[src/hw/rtl/spq_pkg.sv]
`default_nettype none

package spq_pkg;

   localparam int PRI_WIDTH       = 16;
   localparam int VALUE_FIELD_W   = 32;
   localparam int COUNT_FIELD_W   = 5;
   localparam int REQ_TDATA_WIDTH = 48;
   localparam int RSP_TDATA_WIDTH = 56;

   typedef enum logic {
      OP_ENQUEUE = 1'b0,
      OP_DEQUEUE = 1'b1
   } op_type;

   typedef struct packed {
      logic                 enq;
      logic                 deq;
      logic [PRI_WIDTH-1:0] new_pri;
   } cell_ctl_type;

endpackage

`default_nettype wire

[src/hw/rtl/spq_cell.sv]
`default_nettype none

module spq_cell
   import spq_pkg::*;
#(
   parameter int WIDTH = 32
) (
   input  wire logic                 clock,
   input  wire cell_ctl_type         ctl,
   input  wire logic [WIDTH-1:0]     new_value,
   input  wire logic                 occupied,
   input  wire logic                 prev_ge,
   input  wire logic [WIDTH-1:0]     prev_value,
   input  wire logic [PRI_WIDTH-1:0] prev_pri,
   input  wire logic [WIDTH-1:0]     next_value,
   input  wire logic [PRI_WIDTH-1:0] next_pri,
   output logic                      ge,
   output logic [WIDTH-1:0]          value,
   output logic [PRI_WIDTH-1:0]      pri
);

   logic [WIDTH-1:0]     value_ff;
   logic [WIDTH-1:0]     value_in;
   logic [PRI_WIDTH-1:0] pri_ff;
   logic [PRI_WIDTH-1:0] pri_in;
   logic                 load;

   assign ge    = !occupied || (pri_ff >= ctl.new_pri);
   assign value = value_ff;
   assign pri   = pri_ff;

   always_comb begin
      load     = 1'b0;
      value_in = value_ff;
      pri_in   = pri_ff;
      priority if (ctl.enq && prev_ge) begin
         // shift down behind the inserted entry
         load     = 1'b1;
         value_in = prev_value;
         pri_in   = prev_pri;
      end else if (ctl.enq && ge) begin
         // insert here
         load     = 1'b1;
         value_in = new_value;
         pri_in   = ctl.new_pri;
      end else if (ctl.deq) begin
         // advance toward the head
         load     = 1'b1;
         value_in = next_value;
         pri_in   = next_pri;
      end else begin
         // hold
         load     = 1'b0;
      end
   end

   always_ff @(posedge clock) begin
      if (load) begin
         value_ff <= value_in;
         pri_ff   <= pri_in;
      end
   end

endmodule

`default_nettype wire

[src/hw/rtl/sorted_priority_queue_top.sv]
`default_nettype none
// Results are registered: a result appears on the rsp side in the cycle after its request transaction.
// Throughput: one transaction per cycle while rsp_tready holds; every cell compares and shifts in parallel,
// so insert and remove both finish in the cycle of acceptance.
// Reset: synchronous, active high; clears the entry count and the result valid flag.
// Cell contents are not cleared and are only read below the entry count.

module sorted_priority_queue_top
   import spq_pkg::*;
#(
   parameter int DEPTH       = 16,
   parameter int VALUE_WIDTH = 32
) (
   input  wire logic                       clock,
   input  wire logic                       reset,
   input  wire logic                       req_tvalid,
   output logic                            req_tready,
   // [31:0] item_value, [47:32] item_priority
   input  wire logic [REQ_TDATA_WIDTH-1:0] req_tdata,
   // [0] func
   input  wire logic                       req_tuser,
   output logic                            rsp_tvalid,
   input  wire logic                       rsp_tready,
   // [31:0] out_value, [47:32] out_priority, [48] dropped, [49] now_empty,
   // [54:50] now_count, [55] zero
   output logic [RSP_TDATA_WIDTH-1:0]      rsp_tdata,
   // [0] out_valid
   output logic                            rsp_tuser
);

   localparam int SW = (VALUE_WIDTH < VALUE_FIELD_W) ? VALUE_WIDTH : VALUE_FIELD_W;
   localparam int CW = $clog2(DEPTH + 1);

   logic [CW-1:0]              count_ff;
   logic [CW-1:0]              count_in;
   logic                       rsp_valid_ff;
   logic [RSP_TDATA_WIDTH-1:0] rsp_data_ff;
   logic [RSP_TDATA_WIDTH-1:0] rsp_data_in;
   logic                       rsp_user_ff;
   logic                       rsp_user_in;

   logic                       accept;
   logic                       full;
   logic                       empty;
   op_type                     op;
   logic [SW-1:0]              new_value;
   logic [PRI_WIDTH-1:0]       new_pri;
   cell_ctl_type               ctl;

   logic [DEPTH-1:0]           cell_ge;
   logic [DEPTH-1:0]           cell_occ;
   logic [SW-1:0]              cell_value [DEPTH];
   logic [PRI_WIDTH-1:0]       cell_pri   [DEPTH];

   logic                       dropped;
   logic                       out_valid;
   logic [VALUE_FIELD_W-1:0]   out_value;
   logic [PRI_WIDTH-1:0]       out_pri;

   assign req_tready = !rsp_valid_ff || rsp_tready;
   assign accept     = req_tvalid && req_tready;
   assign op         = op_type'(req_tuser);
   assign new_value  = req_tdata[SW-1:0];
   assign new_pri    = req_tdata[VALUE_FIELD_W +: PRI_WIDTH];
   assign full       = (count_ff == CW'(DEPTH));
   assign empty      = (count_ff == '0);

   assign ctl.enq     = accept && (op == OP_ENQUEUE) && !full;
   assign ctl.deq     = accept && (op == OP_DEQUEUE) && !empty;
   assign ctl.new_pri = new_pri;

   for (genvar g = 0; g < DEPTH; g++) begin : g_cell
      logic                 prev_ge;
      logic [SW-1:0]        prev_value;
      logic [PRI_WIDTH-1:0] prev_pri;
      logic [SW-1:0]        next_value;
      logic [PRI_WIDTH-1:0] next_pri;

      assign cell_occ[g] = (count_ff > CW'(g));

      if (g == 0) begin : g_head
         assign prev_ge    = 1'b0;
         assign prev_value = '0;
         assign prev_pri   = '0;
      end else begin : g_body
         assign prev_ge    = cell_ge[g-1];
         assign prev_value = cell_value[g-1];
         assign prev_pri   = cell_pri[g-1];
      end

      if (g == DEPTH - 1) begin : g_tail
         assign next_value = cell_value[g];
         assign next_pri   = cell_pri[g];
      end else begin : g_inner
         assign next_value = cell_value[g+1];
         assign next_pri   = cell_pri[g+1];
      end

      spq_cell #(
         .WIDTH (SW)
      ) u_cell (
         .clock      (clock),
         .ctl        (ctl),
         .new_value  (new_value),
         .occupied   (cell_occ[g]),
         .prev_ge    (prev_ge),
         .prev_value (prev_value),
         .prev_pri   (prev_pri),
         .next_value (next_value),
         .next_pri   (next_pri),
         .ge         (cell_ge[g]),
         .value      (cell_value[g]),
         .pri        (cell_pri[g])
      );
   end

   always_comb begin
      count_in  = count_ff;
      dropped   = 1'b0;
      out_valid = 1'b0;
      out_value = '0;
      out_pri   = '0;
      unique case (op)
         OP_ENQUEUE: begin
            if (full) begin
               dropped = 1'b1;
            end else begin
               count_in = count_ff + CW'(1);
            end
         end
         OP_DEQUEUE: begin
            if (!empty) begin
               out_valid = 1'b1;
               out_value = VALUE_FIELD_W'(cell_value[0]);
               out_pri   = cell_pri[0];
               count_in  = count_ff - CW'(1);
            end
         end
         default: begin
            count_in = count_ff;
         end
      endcase
      rsp_data_in = {1'b0, COUNT_FIELD_W'(count_in), (count_in == '0), dropped,
                     out_pri, out_value};
      rsp_user_in = out_valid;
   end

   always_ff @(posedge clock) begin
      if (reset) begin
         count_ff     <= '0;
         rsp_valid_ff <= 1'b0;
      end else begin
         if (accept) begin
            count_ff     <= count_in;
            rsp_valid_ff <= 1'b1;
         end else if (rsp_tready) begin
            rsp_valid_ff <= 1'b0;
         end
      end
   end

   always_ff @(posedge clock) begin
      if (accept) begin
         rsp_data_ff <= rsp_data_in;
         rsp_user_ff <= rsp_user_in;
      end
   end

   assign rsp_tvalid = rsp_valid_ff;
   assign rsp_tdata  = rsp_data_ff;
   assign rsp_tuser  = rsp_user_ff;

   a_count_bound: assert property (@(posedge clock) disable iff (reset)
      count_ff <= CW'(DEPTH))
      else $error("entry count above depth");

   a_enq_count: assert property (@(posedge clock) disable iff (reset)
      ctl.enq |=> count_ff == $past(count_ff) + CW'(1))
      else $error("insert did not advance count");

   a_head_sorted: assert property (@(posedge clock) disable iff (reset)
      (count_ff >= CW'(2)) |-> (cell_pri[0] <= cell_pri[1]))
      else $error("head entries out of order");

   a_valid_drop: assert property (@(posedge clock) disable iff (reset)
      rsp_valid_ff |-> !(rsp_user_ff && rsp_data_ff[VALUE_FIELD_W + PRI_WIDTH]))
      else $error("result both valid and dropped");

endmodule

`default_nettype wire

[config.mk]
export PLATFORM = sky130hd
export DESIGN_NAME = sorted_priority_queue_top
export DESIGN_NICKNAME = d
export VERILOG_FILES = /design/src/hw/rtl/spq_pkg.sv /design/src/hw/rtl/spq_cell.sv /design/src/hw/rtl/sorted_priority_queue_top.sv
export SDC_FILE = /design/constraint.sdc
export NUM_CORES = 2
export LEC_CHECK = 0
export BUFFER_PORTS_ARGS = -buffer_cell sky130_fd_sc_hd__buf_4
export CAP_MARGIN = 0
export CORE_MARGIN = 4
export CORE_UTILIZATION = 45
export CTS_CLUSTER_SIZE = 25
export DETAILED_ROUTE_END_ITERATION = 10
export GPL_ROUTABILITY_DRIVEN = 0
export PLACE_DENSITY = 0.58
export RECOVER_POWER = 25
export SLEW_MARGIN = 20
export SYNTH_ARGS = -nofsm -noshare
export SYNTH_HDL_FRONTEND = slang
export SYNTH_HIERARCHICAL = 1
export SYNTH_SLANG_ARGS = --single-unit
export TNS_END_PERCENT = 20
[constraint.sdc]
create_clock -name clock -period 6.14 [get_ports clock]
set_clock_uncertainty 0.05 [all_clocks]
set_input_delay 1.535 -clock clock [delete_from_list [all_inputs] [get_ports clock]]
set_output_delay 1.535 -clock clock [all_outputs]
set_load 0.05 [all_outputs]
==> key figures <==
GRT
  – Largest net degree at the start of global routing: around 230
  – Met3 Resource Use GR: under 10%
  – Busiest grt layer: met2
  – GRT Total Usage: between 20% and 30%
  – Global-route track usage on met1: about 29%
  – First-pass GRT wire length: between 200,000 and 300,000 µm
  – Gr ovfl total: 0
  – Vias in the first global route: about 49,000
  – Initial antenna violation count: 0
  – Global Route met2 Usage: a little over two fifths

Routing
  – Drt first pass iters: 6
  – Final wirelength: between 150,000 and 200,000 µm
  – Via density: 5.89
  – WL/cell: 22.3 µm
  – Residual DRC: 0
  – ANT nets after route: 0
  – Via count: 48,100
  – DRT iter0 DRCs: ~3,500

Floorplanning
  – Starting Density: 45.4%
  – Die width: slightly below 400 µm
  – I/O pins: between 100 and 150
  – Die ar.: around 0.15 mm²
  – Die Y: 389 µm
  – Num rows: 139
  – Core Box Area: around 0.14 mm²

Clocking
  – Post-CTS Setup Bufs: 0
  – Longest Clk Path Bufs: 3
  – CTS clock-pin slew for the worst setup and hold paths: roughly 0.060 ns
  – Worst-skew pair later-pin latency: 0.73 ns
  – Post-cts resize count: 0
  – Total CTS buffers: about 110
  – CTS sink cnt: 830
  – CTS tree: yes
  – Post-CTS Hold Buffers: 0
  – Number of H-tree levels: 3
  – Clock Tree Root: clkbuf_16

Yosys
  – Flops & latches, synth: 830
  – Ys Warns: 6
  – Most common cell in the synthesized netlist: mux2i_1
  – Ys flop type: edfxtp_1
  – Synth area leaders: edfxtp_1, mux2i_1, o21ai_0, ha_1, nand2_1
  – EDFF count, synth: around 820
  – Area share of the largest cell type after synthesis: ~38%
  – Mean post-synth cell area: ~10 µm²
  – Unique masters post-synth: between 50 and 60
  – Mapped cell area: ~0.065 mm²
  – Post-Synthesis Cells: ~6,200
  – Sequential fraction of the synthesis area: approximately two fifths
  – Area leader, netlist: edfxtp_1
  – Asr flop ratio synth: 0%
  – Synth top cells by count: mux2i_1, nand2_1, edfxtp_1

Final layout
  – Area Growth Syn to Fin: 6.95%
  – Area of the multi-input gates: about 0.036 mm²
  – Post-route cell area: 0.0699 mm²
  – Util after Layout: 48.6%
  – # fillers: around 13,000
  – Sequential cell area: between 0.02 and 0.025 mm²
  – Share of cells above drive strength 1: between 6 and 7%
  – Diodes inserted: 0
  – Fin nets: about 6,500

Timing
  – Fmax achieved: a little under 0.2 GHz
  – Slew Limit Headroom: -116%
  – Final hold violation count: 0
  – Final TNS setup: 0 ns
  – Final setup viols: 0
  – RSZ-0062 raised after global routing: no
  – Worst Max-Slew Pin Slew: between 3 and 4 ns
  – Final Cycle Share: between 80% and 90%
  – Fin crit period: 5.14 ns
  – Final Max Tran Viols: roughly 180

Pwr
  – VDD IR max: 0.000263 V
  – Power Density: approximately 310 mW/mm²
  – Net Sw Frac: 35.8%
  – Sequential share of power: roughly 41%
  – Clock power frac: approximately 28%
  – P_int: 13,900 µW
  – Comb pwr share: a little under a third
  – Net load switching power: slightly below 8000 µW
  – Lkg Pwr: between 0.03 and 0.04 µW

Worst hold path
  – WHS Endpoint: rsp_tvalid
  – Hold Path Class: register to register
  – Min-delay src: rsp_tvalid
  – Depth of the worst hold-timing path: 2

Worst setup path
  – Critical Path Start: rsp_tready
  – CP endpoint kind: register
  – CP max FO: between 40 and 50
  – Crit Reg-Reg Endpoint: g_cell[12].u_cell/pri[13]
  – Critical R2R Launch: count_ff[0]
  – CP startpoint kind: primary input
  – Flop2flop setup slack: about 1.5 ns
  – CP Data Required Time: approximately 6.5 ns
  – R2R depth: 7
  – Worst Path Class, Setup: primary input to register
  – Arrival time worst endpoint: ~5.5 ns

Place
  – HPWL Detailed: around 120,000 µm
  – DP Area: ~0.067 mm²
  – Number of buffers added on ports: 110

Job
  – Maxcap violations: 3

Run status
  – Failing checks: max-capacitance violations, max-slew violations
  – Outcome: complete, but fails checks
routing by layer:
metal | part of all wire (%) | vias up
met2 | 51 | 1019
met3 | 3.1 | 279
li1 | - | 23100
met4 | 2.6 | 0
met5 | 0 | -
met1 | 43 | 23700
power by group through the flow:
stage	logic (µW)	clock network [µW]	registers [µW]
2_1_floorplan	5380	0	8640
3_3_place_gp	6490	0	8970
3_5_place_dp	6700	0	9000
4_1_cts	6730	6240	8890
5_1_grt	7410	6440	9020
6_report	6720	6080	8870
critical path: stages:
cell,delay [ns]
clkbuf_4,0.09
nand2b_1,0.17
nand2_1,0.17
inv_1,0.45
and3_1,1.38
buf_12,0.37
o22a_1,0.85
buf_12,0.32
flip-flops by register name, summed over array words and instances, names as in the netlist:
signal               count
g_cell.u_cell/value    512
rsp_tdata               55
count_ff                 5
rsp_tuser                1
rsp_tvalid               1
g_cell.u_cell/pri      256
final cells by class:
class / instances / share of cell area, %
Tap cell: 1903 / 3.40
Sequential cell: 830 / 35.6
Clock buffer: 130 / 3.94
Multi-Input combinational cell: 4718 / 52.1
Clock inverter: 67 / 0.744
Inverter: 306 / 1.64
Timing Repair Buffer: 210 / 2.59
worst max-delay path by stage:
| stage | endpoint | slack (ns) | cells after the start |
|---|---|---|---|
| after global routing | g_cell[7].u_cell/pri[13] | 0.69 | 10 |
| final | g_cell[12].u_cell/pri[13] | 1.00 | 8 |
| after CTS | g_cell[5].u_cell/pri[11] | 1.66 | 9 |
| after floorplan | g_cell[0].u_cell/pri[0] | 0.09 | 7 |
| after detailed placement | g_cell[2].u_cell/pri[9] | 0.89 | 13 |
| after global placement | g_cell[5].u_cell/pri[12] | 0.88 | 9 |
placed cells by master, fill, tap and decap left out, types with 51 or more instances in the layout:
cell       instances
o21ai_0          800
mux2i_1         2064
clkbuf_16        106
a21oi_1           71
clkbuf_1          84
nand2_1          811
conb_1            99
ha_1             262
and3_1            51
edfxtp_1         824
o211ai_1         247
buf_4            110
nand4_1           64
inv_1            305
through the flow:
step                setup WS [ns]  hold slack (ns)  power (µW)  cells
global route                0.695            0.578       22900   8164
detailed placement          0.886            0.526       15700   7967
CTS                          1.66            0.540       21900   8164
global placement            0.876            0.506       15500   7967
finish                       1.00            0.528       21700   8164
floorplan                  0.0935            0.501       14000   6335
cells by family after synthesis:
logic type               Yosys count  share of synthesized area (%)
AO/OA/AOI/OAI                   1235                           11.2
XOR/XNOR                           2                         0.0268
adder cells (fa/ha/maj)          262                           5.01
buffers and inverters            787                           6.98
flip-flops                       830                           38.0
multiplexers                    2065                           31.6
other                              1                        0.00574
AND/OR/NAND/NOR                 1055                           7.15
No activity file was read; power rests on OpenSTA's default activity.
